File: src/rtl/obrb_pkg.sv
// Shared types and constants for the overwriting byte ring buffer.
package obrb_pkg;

    localparam int DEPTH     = 64;
    localparam int PTR_W     = $clog2(DEPTH);
    localparam int CAP_W     = $clog2(DEPTH + 1);
    localparam int CFG_W     = 7;
    localparam int CNT_W     = 7;
    localparam int BYTE_W    = 8;
    localparam int CMD_W     = 2;
    localparam int S_DATA_W  = 8;
    localparam int S_USER_W  = 8;
    localparam int M_DATA_W  = 24;
    localparam logic [CFG_W-1:0] CAP_RESET = CFG_W'(64);

    typedef enum logic [CMD_W-1:0] {
        CMD_PUT   = 2'd0,
        CMD_GET   = 2'd1,
        CMD_CLEAR = 2'd2
    } cmd_t;

    typedef enum logic {
        ST_IDLE,
        ST_EXEC
    } state_t;

    typedef struct packed {
        logic capture;
        logic execute;
    } ctrl_cmd_t;

endpackage

File: src/rtl/obrb_ram.sv
// Generic single-write, single-read RAM with registered read data.
module obrb_ram #(
    parameter int DATA_W     = 8,
    parameter int ADDR_DEPTH = 64
) (
    input  logic                          aclk,
    input  logic                          we,
    input  logic [$clog2(ADDR_DEPTH)-1:0] waddr,
    input  logic [DATA_W-1:0]             wdata,
    input  logic [$clog2(ADDR_DEPTH)-1:0] raddr,
    output logic [DATA_W-1:0]             rdata
);

    logic [DATA_W-1:0] mem [ADDR_DEPTH];
    logic [DATA_W-1:0] rdata_reg;

    always_ff @(posedge aclk) begin
        if (we) begin
            mem[waddr] <= wdata;
        end
        rdata_reg <= mem[raddr];
    end

    assign rdata = rdata_reg;

endmodule

File: src/rtl/obrb_ctrl.sv
// Controller: request sequencing and result valid tracking.
module obrb_ctrl
    import obrb_pkg::*;
(
    input  logic      aclk,
    input  logic      aresetn,
    input  logic      s_tvalid,
    output logic      s_tready,
    output logic      m_tvalid,
    input  logic      m_tready,
    output ctrl_cmd_t ctrl
);

    state_t state_reg, state_next;
    logic   out_valid_reg, out_valid_next;

    always_ff @(posedge aclk) begin
        if (!aresetn) begin
            state_reg     <= ST_IDLE;
            out_valid_reg <= 1'b0;
        end else begin
            state_reg     <= state_next;
            out_valid_reg <= out_valid_next;
        end
    end

    always_comb begin
        state_next   = state_reg;
        ctrl.capture = 1'b0;
        ctrl.execute = 1'b0;
        s_tready     = 1'b0;
        unique case (state_reg)
            ST_IDLE: begin
                s_tready = 1'b1;
                if (s_tvalid) begin
                    ctrl.capture = 1'b1;
                    state_next   = ST_EXEC;
                end
            end
            ST_EXEC: begin
                // wait for the result register to free up
                if (!out_valid_reg || m_tready) begin
                    ctrl.execute = 1'b1;
                    state_next   = ST_IDLE;
                end
            end
            default: state_next = ST_IDLE;
        endcase

        if (ctrl.execute) begin
            out_valid_next = 1'b1;
        end else if (m_tready) begin
            out_valid_next = 1'b0;
        end else begin
            out_valid_next = out_valid_reg;
        end
    end

    assign m_tvalid = out_valid_reg;

endmodule

File: src/rtl/obrb_dp.sv
// Datapath: pointers, full flag, capacity register, byte store and result register.
module obrb_dp
    import obrb_pkg::*;
(
    input  logic                aclk,
    input  logic                aresetn,
    input  ctrl_cmd_t           ctrl,
    input  logic [S_DATA_W-1:0] s_tdata,
    input  logic [S_USER_W-1:0] s_tuser,
    input  logic                cfg_valid,
    input  logic [CFG_W-1:0]    cfg_data,
    output logic [M_DATA_W-1:0] m_tdata
);

    localparam int CMP_W = (CFG_W > CAP_W) ? CFG_W : CAP_W;
    localparam int D_W   = CAP_W + 2;

    cmd_t              cmd_reg;
    logic [BYTE_W-1:0] data_reg;
    logic [PTR_W-1:0]  wp_reg, wp_next;
    logic [PTR_W-1:0]  rp_reg, rp_next;
    logic              full_reg, full_next;
    logic [CFG_W-1:0]  cap_cfg_reg;
    logic [M_DATA_W-1:0] out_reg, out_next;

    logic [BYTE_W-1:0] ram_rdata;
    logic              ram_we;
    logic [CMP_W-1:0]  cfg_ext;
    logic [CAP_W-1:0]  cap;
    logic              empty_now;
    logic              empty_next;
    logic [BYTE_W-1:0] rd_byte;
    logic              ok;
    logic signed [D_W-1:0] diff;
    logic [CAP_W-1:0]  fill;

    function automatic logic [PTR_W-1:0] ptr_adv(input logic [PTR_W-1:0] p,
                                                 input logic [CAP_W-1:0] c);
        logic [CAP_W:0] inc;
        logic [PTR_W-1:0] res;
        inc = (CAP_W+1)'(p) + 1'b1;
        if (inc >= {1'b0, c}) begin
            res = '0;
        end else begin
            res = inc[PTR_W-1:0];
        end
        return res;
    endfunction

    obrb_ram #(
        .DATA_W     (BYTE_W),
        .ADDR_DEPTH (DEPTH)
    ) u_store (
        .aclk  (aclk),
        .we    (ram_we),
        .waddr (wp_reg),
        .wdata (data_reg),
        .raddr (rp_reg),
        .rdata (ram_rdata)
    );

    assign ram_we = ctrl.execute && (cmd_reg == CMD_PUT);

    // capacity clamped to 1..DEPTH
    always_comb begin
        cfg_ext = CMP_W'(cap_cfg_reg);
        if (cfg_ext == '0) begin
            cap = CAP_W'(1);
        end else if (cfg_ext > CMP_W'(DEPTH)) begin
            cap = CAP_W'(DEPTH);
        end else begin
            cap = cfg_ext[CAP_W-1:0];
        end
    end

    assign empty_now = !full_reg && (wp_reg == rp_reg);

    always_comb begin
        wp_next   = wp_reg;
        rp_next   = rp_reg;
        full_next = full_reg;
        rd_byte   = '0;
        ok        = 1'b0;
        case (cmd_reg)
            CMD_PUT: begin
                wp_next = ptr_adv(wp_reg, cap);
                if (full_reg) begin
                    rp_next = ptr_adv(rp_reg, cap);
                end
                if (wp_next == rp_next) begin
                    full_next = 1'b1;
                end else begin
                    ok = 1'b1;
                end
            end
            CMD_GET: begin
                if (!empty_now) begin
                    rd_byte   = ram_rdata;
                    rp_next   = ptr_adv(rp_reg, cap);
                    full_next = 1'b0;
                    ok        = 1'b1;
                end
            end
            CMD_CLEAR: begin
                wp_next   = '0;
                rp_next   = '0;
                full_next = 1'b0;
                ok        = 1'b1;
            end
            default: ;
        endcase

        diff = $signed(D_W'(wp_next)) - $signed(D_W'(rp_next));
        if (diff < 0) begin
            diff = diff + $signed(D_W'(cap));
        end
        if (diff < 0) begin
            diff = '0;
        end
        if (diff > $signed(D_W'(cap))) begin
            diff = $signed(D_W'(cap));
        end
        fill       = full_next ? cap : diff[CAP_W-1:0];
        empty_next = !full_next && (wp_next == rp_next);

        out_next = '0;
        out_next[BYTE_W-1:0]                 = rd_byte;
        out_next[BYTE_W]                     = ok;
        out_next[BYTE_W+1 +: CNT_W]          = CNT_W'(fill);
        out_next[BYTE_W+1+CNT_W]             = empty_next;
        out_next[BYTE_W+2+CNT_W]             = full_next;
    end

    always_ff @(posedge aclk) begin
        if (!aresetn) begin
            wp_reg      <= '0;
            rp_reg      <= '0;
            full_reg    <= 1'b0;
            cap_cfg_reg <= CAP_RESET;
        end else begin
            if (ctrl.execute) begin
                wp_reg   <= wp_next;
                rp_reg   <= rp_next;
                full_reg <= full_next;
            end
            if (cfg_valid) begin
                cap_cfg_reg <= cfg_data;
            end
        end
    end

    always_ff @(posedge aclk) begin
        if (ctrl.capture) begin
            cmd_reg  <= cmd_t'(s_tuser[CMD_W-1:0]);
            data_reg <= s_tdata[BYTE_W-1:0];
        end
        if (ctrl.execute) begin
            out_reg <= out_next;
        end
    end

    assign m_tdata = out_reg;

endmodule

File: src/rtl/overwriting_byte_ring_buffer.sv
// Top level of the overwriting byte ring buffer.
//
//  channel   direction  handshake              payload
//  s_        in         s_tvalid / s_tready    tuser: cmd; tdata: write_data
//  m_        out        m_tvalid / m_tready    tdata: read_data, ok, count, empty, full
//  cfg_      in         cfg_valid / cfg_ready  capacity_in_use
//
// Each request is captured, together with the byte store read, and then executed.
// The byte store has one registered read port, so the read byte is only ready for execute.
// A request may be accepted while the previous result waits on m_tready; execute
// then holds until the result register frees up.
// Reset clears pointers and full flag and sets capacity to 64; the store is not cleared.
module overwriting_byte_ring_buffer
    import obrb_pkg::*;
(
    input  logic                aclk,
    input  logic                aresetn,
    input  logic                s_tvalid,
    output logic                s_tready,
    input  logic [S_DATA_W-1:0] s_tdata,  // [7:0] write_data
    input  logic [S_USER_W-1:0] s_tuser,  // [1:0] cmd, [7:2] zero
    output logic                m_tvalid,
    input  logic                m_tready,
    output logic [M_DATA_W-1:0] m_tdata,  // [7:0] read_data, [8] ok, [15:9] count,
                                          // [16] empty_res, [17] full_res, [23:18] zero
    input  logic                cfg_valid,
    output logic                cfg_ready,
    input  logic [CFG_W-1:0]    cfg_data  // [6:0] capacity_in_use
);

    ctrl_cmd_t ctrl;

    assign cfg_ready = 1'b1;

    obrb_ctrl u_ctrl (
        .aclk     (aclk),
        .aresetn  (aresetn),
        .s_tvalid (s_tvalid),
        .s_tready (s_tready),
        .m_tvalid (m_tvalid),
        .m_tready (m_tready),
        .ctrl     (ctrl)
    );

    obrb_dp u_dp (
        .aclk      (aclk),
        .aresetn   (aresetn),
        .ctrl      (ctrl),
        .s_tdata   (s_tdata),
        .s_tuser   (s_tuser),
        .cfg_valid (cfg_valid),
        .cfg_data  (cfg_data),
        .m_tdata   (m_tdata)
    );

endmodule

File: config.mk
export PLATFORM = sky130hd
export DESIGN_NAME = overwriting_byte_ring_buffer
export DESIGN_NICKNAME = d
export VERILOG_FILES = /design/src/rtl/obrb_pkg.sv /design/src/rtl/obrb_ram.sv /design/src/rtl/obrb_ctrl.sv /design/src/rtl/obrb_dp.sv /design/src/rtl/overwriting_byte_ring_buffer.sv
export SDC_FILE = /design/constraint.sdc
export NUM_CORES = 1
export LEC_CHECK = 0
export BUFFER_PORTS_ARGS = -buffer_cell sky130_fd_sc_hd__buf_4
export CORE_UTILIZATION = 50
export CTS_CLUSTER_DIAMETER = 200
export DETAILED_ROUTE_END_ITERATION = 12
export PLACE_DENSITY = 0.73
export SLEW_MARGIN = 15
export SYNTH_ARGS = -nofsm -noshare
export SYNTH_HDL_FRONTEND = slang
export SYNTH_SLANG_ARGS = --single-unit
File: constraint.sdc
create_clock -name aclk -period 12.2 [get_ports aclk]
set_input_delay 1.22 -clock aclk [delete_from_list [all_inputs] [get_ports aclk]]
set_output_delay 1.22 -clock aclk [all_outputs]
set_load 0.02 [all_outputs]
**Word-level counts from Yosys, hierarchy flattened**

Memory sizes are Yosys's and may differ from the RTL's. A register that Yosys moved wholly into a read port is not among the register bits.
Index checks and enable logic that the tools add are counted.

- Add/subtract/negate cells: 4
- Order comparisons: 6
- Equal/unequal tests: 5
- Mux-type cells: 31
- Bitwise logic cells: 2
- Reduce and logical (&&, ||, !) cells: 11

Operator list:

| cell | count |
|---|---|
| 6-bit 2-to-1 mux | 6 |
| 7-bit 2-to-1 mux | 4 |
| 6-bit equality test | 3 |
| 9-bit 2-to-1 mux | 2 |
| 6-bit one-hot mux with 3 select lines | 1 |
| 8-bit by 7-bit >= comparator with 1-bit output | 2 |
| 6-bit by 1-bit adder with 7-bit output (second input constant) | 2 |
| 1-bit 2-to-1 mux | 14 |
| 6-bit one-hot mux with 2 select lines | 1 |
| 7-bit by 8-bit adder with 9-bit output | 1 |
| 9-bit by 8-bit > comparator with 1-bit output | 1 |
| 9-bit by 1-bit less-than comparator with 1-bit output (second input constant) | 1 |
| 7-bit > comparator (second input constant) | 1 |
| 7-bit logical NOT | 1 |
| 7-bit by 1-bit less-than comparator with 1-bit output (second input constant) | 1 |
| 6-bit by 6-bit subtractor with 7-bit output | 1 |
| 1-bit one-hot mux with 3 select lines | 2 |
| 1-bit logical AND | 3 |
| 1-bit logical NOT | 3 |
| 2-bit by 1-bit equality test with 1-bit output (second input constant) | 1 |
| 2-bit equality test (second input constant) | 1 |
| 2-bit logical NOT | 1 |
| 1-bit inverter | 2 |
| 1-bit one-hot mux with 2 select lines | 1 |
| other kinds (3) | 3 |

- Register bits: 50
- RAM bits: 512
- Input port bits: 28
- Output and inout port bits: 27
- Word-level logic and storage cells: 70
- Memories kept: 1

Memory list:

| name | depth | width | rd ports | clocked after Yosys merged registers in | write ports | RTL line | source |
|---|---|---|---|---|---|---|---|
| u_dp.u_store.mem | 64 | 8 | 1 | 1 | 1 | obrb_ram.sv:14 | `logic [DATA_W-1:0] mem [ADDR_DEPTH];` |

**Logic depth before layout (Yosys ltp)**

Gate-level depths: netlist (run 1).

- Word-level depth: 16
- Gate-level depth with buffers: 34
- Gate-level depth less buffers: 33

**Hierarchy**

Synthesis (run 1) repeated with hierarchy kept, for this count alone.

- Cells, all modules: 1350
- Area total of the unflattened synthesis: 24104.4 µm²

Modules (own cells, without submodules):

| module | instances | cells an instance | area an instance (µm²) | seq. area each (µm²) |
|---|---|---|---|---|
| obrb_ram | 1 | 940 | 20166.8 | 15534.9 |
| obrb_dp | 1 | 398 | 3816.2 | 1241.2 |
| obrb_ctrl | 1 | 10 | 110.1 | 40.0 |
| overwriting_byte_ring_buffer | 1 | 2 | 11.3 | 0.0 |

**Worst setup path after synthesis (run 1)**

No wires, ideal clock.

- Path kind: register -> register
- From: register u_dp.rp_reg[5]
- To: register u_dp.out_reg[10] (netlist: u_dp.m_tdata[10]), data pin
- Setup time: 158 ps
- Arrival: 6462 ps
- Data required time: 12042 ps
- Path slack: 5580 ps
- Stages on the path, launching flop included: 32
- Buffers on the path: 2
- Clock period less this slack: 6620 ps
- Path through: dfxtp_1 clkbuf_1 buf_1 nand2_1 nor2_1 ha_1 and3_4 a221oi_4 and2_1 o211ai_1 nor2_1 a22oi_1 ha_1 nor2b_1 o21a_1 o21a_1 o311ai_1 ha_1 nor2_1 nor2b_1 o31a_1 nor2_1 a211oi_1 ha_1 nor2b_1 o21a_1 o21ai_1 a21oi_1 o31a_1 nor3_1 a22oi_1 o211ai_1

- Cells in the longest elaborated chain, start to end: 14
- Elaborated cells between the ends (all ways): 22
- Classes of those cells: add/sub (3); order compare (4); eq/ne (2); mux (12); reduce/logical (1)

RTL lines:

| item | RTL line | source |
|---|---|---|
| from (decl) | obrb_dp.sv:21 | `logic [PTR_W-1:0] rp_reg, rp_next;` |
| from (signal assigned) | obrb_dp.sv:143 | `rp_reg <= rp_next;` |
| 6-bit by 1-bit adder with 7-bit output | obrb_dp.sv:41 | `inc = (CAP_W+1)'(p) + 1'b1;` |
| 8-bit by 7-bit >= comparator with 1-bit output | obrb_dp.sv:42 | `if (inc >= {1'b0, c}) begin` |
| 6-bit 2-to-1 mux | obrb_dp.sv:42 |  |
| 6-bit 2-to-1 mux | obrb_dp.sv:87 | `if (full_reg) begin` |
| 6-bit 2-to-1 mux | obrb_dp.sv:84 | `case (cmd_reg)` |
| 6-bit one-hot mux with 3 select lines | obrb_dp.sv:84 |  |
| 6-bit by 6-bit subtractor with 7-bit output | obrb_dp.sv:113 | `diff = $signed(D_W'(wp_next)) - $signed(D_W'(rp_next));` |
| 7-bit by 8-bit adder with 9-bit output / 7-bit by 1-bit less-than comparator with 1-bit output (equally long branches) | obrb_dp.sv:115, obrb_dp.sv:114 |  |
| 9-bit 2-to-1 mux | obrb_dp.sv:114 | `if (diff < 0) begin` |
| 9-bit by 1-bit less-than comparator with 1-bit output | obrb_dp.sv:117 | `if (diff < 0) begin` |
| 9-bit 2-to-1 mux | obrb_dp.sv:117 |  |
| 9-bit by 8-bit > comparator with 1-bit output | obrb_dp.sv:120 | `if (diff > $signed(D_W'(cap))) begin` |
| 7-bit 2-to-1 mux | obrb_dp.sv:120 |  |
| 7-bit 2-to-1 mux * | obrb_dp.sv:123 | `fill = full_next ? cap : diff[CAP_W-1:0];` |
| via u_dp.fill[1] | obrb_dp.sv:35 | `logic [CAP_W-1:0] fill;` |
| to (signal assigned) | obrb_dp.sv:158 | `out_reg <= out_next;` |
| to (decl) | obrb_dp.sv:24 | `logic [M_DATA_W-1:0] out_reg, out_next;` |

Mark *: on every way through the listed nets, which the timed path passes. The rest lies on a longest branch. The select of a mux whose other input is x is not followed.
A chain may end at the register's enable or synchronous reset.

**Worst setup path after layout (run 1)**

- From: register u_dp.rp_reg[1]
- To: register u_dp.out_reg[14] (netlist: u_dp.m_tdata[14]), data pin

Same word-level chain as after synthesis.

==> results of run 1 <==
[power groups by stage]
| stage | Clock (mW) | Combinational, mW | Sequential, mW |
|---|---|---|---|
| after floorplan | 0 | 0.406 | 2.26 |
| after global placement | 0 | 0.554 | 2.26 |
| after detailed placement | 0 | 0.569 | 2.26 |
| after CTS | 1.65 | 0.571 | 2.21 |
| after global routing | 1.72 | 0.622 | 2.22 |
| final | 1.63 | 0.571 | 2.22 |
[how the worst min path moves through the flow]
stage | from | end | slack, ns
after global routing | u_dp.cap_cfg_reg[0]$_SDFFE_PN0P_ | u_dp.cap_cfg_reg[0]$_SDFFE_PN0P_ | 0.53
after global placement | u_dp.cap_cfg_reg[0]$_SDFFE_PN0P_ | u_dp.cap_cfg_reg[0]$_SDFFE_PN0P_ | 0.48
final | u_ctrl.state_reg$_SDFF_PN0_ | u_ctrl.m_tvalid$_SDFFE_PN0P_ | 0.51
after detailed placement | u_ctrl.state_reg$_SDFF_PN0_ | u_ctrl.m_tvalid$_SDFFE_PN0P_ | 0.50
after CTS | u_ctrl.state_reg$_SDFF_PN0_ | u_ctrl.m_tvalid$_SDFFE_PN0P_ | 0.51
after floorplan | u_dp.cap_cfg_reg[0]$_SDFFE_PN0P_ | u_dp.cap_cfg_reg[0]$_SDFFE_PN0P_ | 0.46
[through the flow]
stage	instances	worst slack [ns]
after floorplan	1271	5.58
after global placement	1862	3.91
after detailed placement	1862	3.63
after CTS	1959	3.59
after global routing	1959	3.00
final	1959	3.49
[layout by cell type, fill, tap and decap left out, types with 3 or more instances in the layout]
cell type and instances:
a211oi_1 10, a21o_1 6, a21oi_1 15, a22o_1 4, a22oi_1 9, a311oi_1 3, a31oi_1 3, and3_1 12
buf_4 56, clkbuf_1 15, clkbuf_16 58, clkbuf_8 5, clkinv_1 8, clkinv_2 5, conb_1 7, dfxtp_1 27
edfxtp_1 540, ha_1 38, inv_1 24, mux2i_1 10, mux4_2 168, nand2_1 40, nand2b_1 4, nand3_1 14
nand3b_1 4, nand4_1 14, nor2_1 116, nor2b_1 13, nor3_1 16, o211ai_1 9, o21a_1 5, o21ai_0 6
o21ai_1 5, o21bai_1 3, o311ai_1 3, or3_1 4, or3b_2 3, xnor2_1 8, xor2_1 13
[cells by family (layout without fill, tap and decap cells)]
logic type / Yosys count / in the layout / synth area share (%)
xor gates and xnor gates: 22 / 22 / 0.840
DFF: 570 / 570 / 70.6
AOI/OAI and AO/OA: 104 / 104 / 3.37
buffers and inverters: 97 / 178 / 1.79
adders and majority gates: 39 / 39 / 2.08
muxes: 179 / 179 / 16.3
and+or+nand+nor: 253 / 253 / 4.99
other: 2 / 7 / 0.0315
[Yosys cell counts (14+ instances only)]
library cell / n
mux4_2: 168
edfxtp_1: 540
clkbuf_1: 36
dfxtp_1: 30
ha_1: 38
buf_2: 17
nand2_1: 40
nor3_1: 16
nand4_1: 14
nand3_1: 14
a21oi_1: 15
nor2_1: 116
inv_1: 24
[worst max-delay path: cells and delay by family (launching register included)]
family | cells | cell delay [ns]
and+or+nand+nor | 10 | 2.04
xor gates and xnor gates | 1 | 0.43
adders and majority gates | 5 | 1.82
DFF | 1 | 0.93
AOI/OAI and AO/OA | 14 | 3.30
[layer usage]
| metal | routed length (um) | vias to the layer above | GRT usage (%) | part of all wire [%] |
|---|---|---|---|---|
| li1 | - | 5258 | - | - |
| met1 | 20700 | 6305 | 29.3 | 41 |
| met2 | 25200 | 464 | 36.0 | 50 |
| met3 | 3300 | 80 | 3.46 | 6.6 |
| met4 | 1040 | 0 | 6.07 | 2.1 |
| met5 | 0 | - | 0 | 0 |
[cell type report]
type	count	share of cell area [%]
flip-flops and latches	570	63.6
multi-input cells	604	25.0
clock buffers	78	5.96
well taps	607	2.87
repair buffers	56	1.59
clock inverters	19	0.582
inverters	25	0.355
==> impl_metrics.json, run 1 <==
{
  "cts_resized": 0,
  "htreeDepth": 2,
  "violations": "design-rule violations",
  "rsz0062_at_grt": "false",
  "clkTransAtPathRegs_ns": 0.06,
  "slowest_stage": "dfxtp_4",
  "hold_buffers": 0,
  "area_growth_pct": 10.9,
  "ys_ff_latch": 570,
  "p_total_mw": 4.41,
  "detail-route-antenna-nets": 0,
  "dieArea_mm2": 0.0485,
  "setup_viol": 0,
  "top_register": "u_dp.u_store.mem",
  "endpoint": "u_dp.m_tdata[14]$_DFFE_PP_",
  "antennaDiodeCount": 0,
  "core_mm2": 0.0468,
  "crit_fanout": 61,
  "peakVddDrop_v": 0.000132,
  "cpPeakStageDelay_ns": 0.93,
  "clock_path_buffers": 3,
  "tns_ns": 0,
  "yosys-top-cells-area": "edfxtp_1, mux4_2, dfxtp_1",
  "cts.sinks": 570,
  "cts_tree": "built",
  "critPathKind": "reg2reg",
  "r2r-end": "u_dp.m_tdata[14]$_DFFE_PP_",
  "place_area_mm2": 0.0247,
  "power_frac_comb_pct": 12.9,
  "final_area_mm2": 0.0264,
  "r2r_cells": 30,
  "hold_path.class": "reg2reg",
  "async_flop_share_pct": 0,
  "syn_area_mm2": 0.0238,
  "max_cap_viol_count": 0,
  "gp_congestion": 0.832,
  "synth-edff-count": 540,
  "powerDensity_mw_per_mm2": 167,
  "grt_pass1_wl_mm": 76.2,
  "critPathLaunchType": "flop",
  "largest_reg_flops": 512,
  "route.detailed.drc": 9,
  "relSlewSlack_pct": 18.8,
  "netSwitchingPower_mw": 1.07,
  "dpl.hpwl_mm": 30.8,
  "final-max-slew-violation-count": 0,
  "hold-worst-slack_ns": 0.510,
  "initial_core_util_pct": 51.0,
  "yosys.area.top_type": "edfxtp_1",
  "yosysWarnings": 0,
  "postLayoutCoreUtil_pct": 56.5,
  "period_needed_ns": 8.71,
  "swShare_pct": 24.2,
  "grt_overflow": 0,
  "synth-main-ff-cell": "edfxtp_1",
  "pwr-share-seq_pct": 50.2,
  "dr.pass1.iters": 9,
  "io_pins": 55,
  "postCtsSetupRepairBufs": 0,
  "ys_seq_area_share_pct": 70.6,
  "fill_cells": 3407,
  "critical_path.startpoint": "u_dp.rp_reg[1]$_SDFFE_PN0P_",
  "critPathRequiredTime_ns": 12.65,
  "status": "finished with violations",
  "critPathArrivalTime_ns": 9.17,
  "clock_tree.root_cell": "clkbuf_16",
  "r2r_slack_ns": 3.49,
  "syn_avg_cell_area_um2": 18.8,
  "internal_power_mw": 3.34,
  "drive_gt1_share_pct": 23.3,
  "wl_per_cell_um": 25.7,
  "cp-end-kind": "flop",
  "yosys.cell_types.count": 70,
  "antenna_found_initial": 0,
  "die-width_um": 220,
  "row_count": 79,
  "viasPerCell": 6.18,
  "min_path_cells": 2,
  "portBuffers": 41,
  "regArea_mm2": 0.0168,
  "grt_max_degree": 76,
  "multiInputGateArea_mm2": 0.00661,
  "finalCritPeriodShare_pct": 71.4,
  "grt_pass1_vias": 12300,
  "synthCells": 1266,
  "yosys.area.top_type_share_pct": 68.0,
  "clkPwrFrac_pct": 36.9,
  "final_hold_viol_count": 0,
  "skew_ns": 0.0302,
  "max_slew.worst_pin.slew_ns": 1.22,
  "vias": 12100,
  "totalWireLength_mm": 50.3,
  "track_usage_pct": 21.5,
  "fmax_mhz": 115,
  "cts_made_buffers": 55,
  "clkLatencyLatePin_ns": 0.61,
  "nets": 1379,
  "p_leak_nw": 8.43,
  "reg2reg_from": "u_dp.rp_reg[1]$_SDFFE_PN0P_",
  "drtIter0Drc": 1051,
  "cp_common_cell": "ha_1",
  "die_h_um": 220
}
Note: power is estimated with default switching activity, not from simulation.
==> inputs of run 2 (changes only) <==
--- a/config.mk
+++ b/config.mk
@@ -5,11 +5,12 @@
 export SDC_FILE = /design/constraint.sdc
 export NUM_CORES = 1
 export LEC_CHECK = 0
+export ABC_AREA = 1
 export BUFFER_PORTS_ARGS = -buffer_cell sky130_fd_sc_hd__buf_4
 export CORE_UTILIZATION = 50
 export CTS_CLUSTER_DIAMETER = 200
 export DETAILED_ROUTE_END_ITERATION = 12
-export PLACE_DENSITY = 0.73
+export PLACE_DENSITY = 0.76
 export SLEW_MARGIN = 15
 export SYNTH_ARGS = -nofsm -noshare
 export SYNTH_HDL_FRONTEND = slang
==> constraint.sdc (replaced) <==
create_clock -name aclk -period 7.1 [get_ports aclk]
set_input_delay 0.71 -clock aclk [delete_from_list [all_inputs] [get_ports aclk]]
set_output_delay 0.71 -clock aclk [all_outputs]
set_load 0.02 [all_outputs]
==> run 2 against run 1 <==
Effect of this change:
- the run now ends clean
- largest power group unchanged
- highest routed layer unchanged
- final cell count rose by 35%
- count of clock-buffer cells in the layout fell by 16
- worst setup slack got worse by 2.8 ns
- critical path depth rose by 11
==> impl_metrics.json, run 2 <==
{
  "viasPerCell": 6.16,
  "drive_gt1_share_pct": 10.0,
  "cpPeakStageDelay_ns": 0.37,
  "top_register": "u_dp.u_store.mem",
  "initial_core_util_pct": 50.9,
  "postLayoutCoreUtil_pct": 56.2,
  "yosysMostFrequentCell": "edfxtp_1",
  "ys_ff_latch": 570,
  "ys_seq_area_share_pct": 69.1,
  "synth-main-ff-cell": "edfxtp_1",
  "grt_overflow": 0,
  "instances_no_fill": 2645,
  "critPathRequiredTime_ns": 7.47,
  "yosys.area.top_type_share_pct": 66.6,
  "tns_ns": 0,
  "cp_common_cell": "nand2_1",
  "nets": 2051,
  "clkLatencyLatePin_ns": 0.64,
  "wl_per_cell_um": 22.5,
  "dieArea_mm2": 0.0496,
  "totalWireLength_mm": 59.4,
  "final-max-slew-violation-count": 0,
  "die-width_um": 223,
  "grt_max_degree": 223,
  "syn_area_mm2": 0.0243,
  "yosys.area.top_type": "edfxtp_1",
  "yosys.cell_types.count": 47,
  "cts_tree": "built",
  "cts_resized": 0,
  "postCtsSetupRepairBufs": 0,
  "crit_buf_inv": 5,
  "finalCritPeriodShare_pct": 90.7,
  "syn_avg_cell_area_um2": 12.3,
  "peakVddDrop_v": 0.000173,
  "netlist_top_cells_count": "edfxtp_1, nor2_1, o21ai_0, nand2_1, nand3_1",
  "htreeDepth": 2,
  "cts_made_buffers": 54,
  "critPathLaunchType": "flop",
  "final_cell_mix": "edfxtp_1, nor2_1, o21ai_0",
  "drtIter0Drc": 1981,
  "critPathArrivalTime_ns": 6.82,
  "antennaDiodeCount": 0,
  "yosys-top-cells-area": "edfxtp_1, nor2_1, o21ai_0",
  "dpl.cell_count": 2543,
  "core_mm2": 0.0478,
  "slowest_stage": "ha_1",
  "p_leak_nw": 9.02,
  "fmax_mhz": 155,
  "vias": 16300,
  "setup_viol": 0,
  "final_common_cell": "edfxtp_1",
  "cts.sinks": 570,
  "dr.pass1.iters": 6,
  "max_slew.worst_pin.slew_ns": 1.09,
  "crit_fanout": 10,
  "relSlewSlack_pct": 27.5,
  "clock_tree.root_cell": "clkbuf_16",
  "skew_ns": 0.0354,
  "dpl.hpwl_mm": 34.2,
  "cp-end-kind": "flop",
  "detail-route-antenna-nets": 0,
  "max_cap_viol_count": 0,
  "period_needed_ns": 6.44,
  "area_growth_pct": 10.5,
  "clkTransAtPathRegs_ns": 0.07,
  "async_flop_share_pct": 0,
  "track_usage_pct": 23.7,
  "synth-edff-count": 540,
  "clock_path_buffers": 3,
  "yosysWarnings": 0,
  "route.detailed.drc": 0,
  "grt_pass1_vias": 15700,
  "critPathKind": "reg2reg",
  "row_count": 80,
  "powerDensity_mw_per_mm2": 263,
  "gp_congestion": 0.912,
  "final_hold_viol_count": 0,
  "portBuffers": 41,
  "hold_path.class": "in2reg",
  "die_h_um": 223,
  "hold_buffers": 0,
  "antenna_found_initial": 0,
  "largest_reg_flops": 512,
  "synthCells": 1979,
  "cpLargestDelayFamily": "simple AND/OR/NAND/NOR gates",
  "status": "complete, no violations",
  "io_pins": 55,
  "grt_pass1_wl_mm": 89.7
}
[run 2: worst register-to-register path: cells and delay by family (launching register included)]
kind	cells	cell delay, ns
AO/OA/AOI/OAI	12	1.70
adder cells (fa/ha/maj)	4	1.34
buffers and inverters	5	0.63
XOR/XNOR	1	0.14
AND/OR/NAND/NOR	19	2.06
flip-flops	1	0.33
[run 2: cell families after synthesis]
logic type	Yosys count	synth area share, %
flops	570	69.1
other cells	2	0.0309
mux	40	1.64
fa+ha+maj	39	2.04
simple gates	615	10.7
xor+xnor	10	0.391
compound gates	494	12.5
buf+inv	209	3.68
[run 2: routing by layer]
metal / part of all wire (%) / wire, um / vias up / GRT usage, %
li1: - / - / 7363 / -
met1: 39 / 23200 / 7935 / 31.8
met2: 48 / 28300 / 867 / 38.3
met3: 9.7 / 5760 / 141 / 3.80
met4: 3.6 / 2140 / 0 / 11.0
met5: 0 / 0 / - / 0
[run 2: where the power goes]
part / switching (mW) / internal [mW]
Combinational: 0.307 / 0.134
Sequential: 0.0111 / 3.71
Clock: 1.27 / 1.64
[run 2: worst paths after layout]
kind	startpoint	endpoint	cells after the start	slack, ns
hold / removal	s_tuser[1]	u_dp.cmd_reg[1]$_DFFE_PP_	1	0.26
setup reg to reg	u_dp.cap_cfg_reg[4]$_SDFFE_PN0P_	u_dp.m_tdata[14]$_DFFE_PP_	41	0.66
hold reg to reg	u_ctrl.m_tvalid$_SDFFE_PN0P_	u_ctrl.m_tvalid$_SDFFE_PN0P_	2	0.50
setup / recovery	u_dp.cap_cfg_reg[4]$_SDFFE_PN0P_	u_dp.m_tdata[14]$_DFFE_PP_	41	0.66
[run 2: area by class of cell]
class | instances | area, um^2
Fill cell | 3704 | 20900
Sequential cell | 570 | 16800
Multi-Input combinational cell | 1205 | 6650
Clock buffer | 62 | 1390
Tap cell | 615 | 769
Timing Repair Buffer | 70 | 538
Clock inverter | 40 | 410
Inverter | 83 | 317
[run 2: through the flow]
stage	instance area [um^2]	setup WS [ns]	hold slack [ns]	total power, mW
after detailed placement	25100	0.510	0.489	4.23
after CTS	26900	0.480	0.243	7.09
after global routing	26900	-0.000503	0.260	7.25
final	26900	0.657	0.265	7.07
after floorplan	24400	1.48	0.453	4.09
after global placement	25100	0.691	0.475	4.22
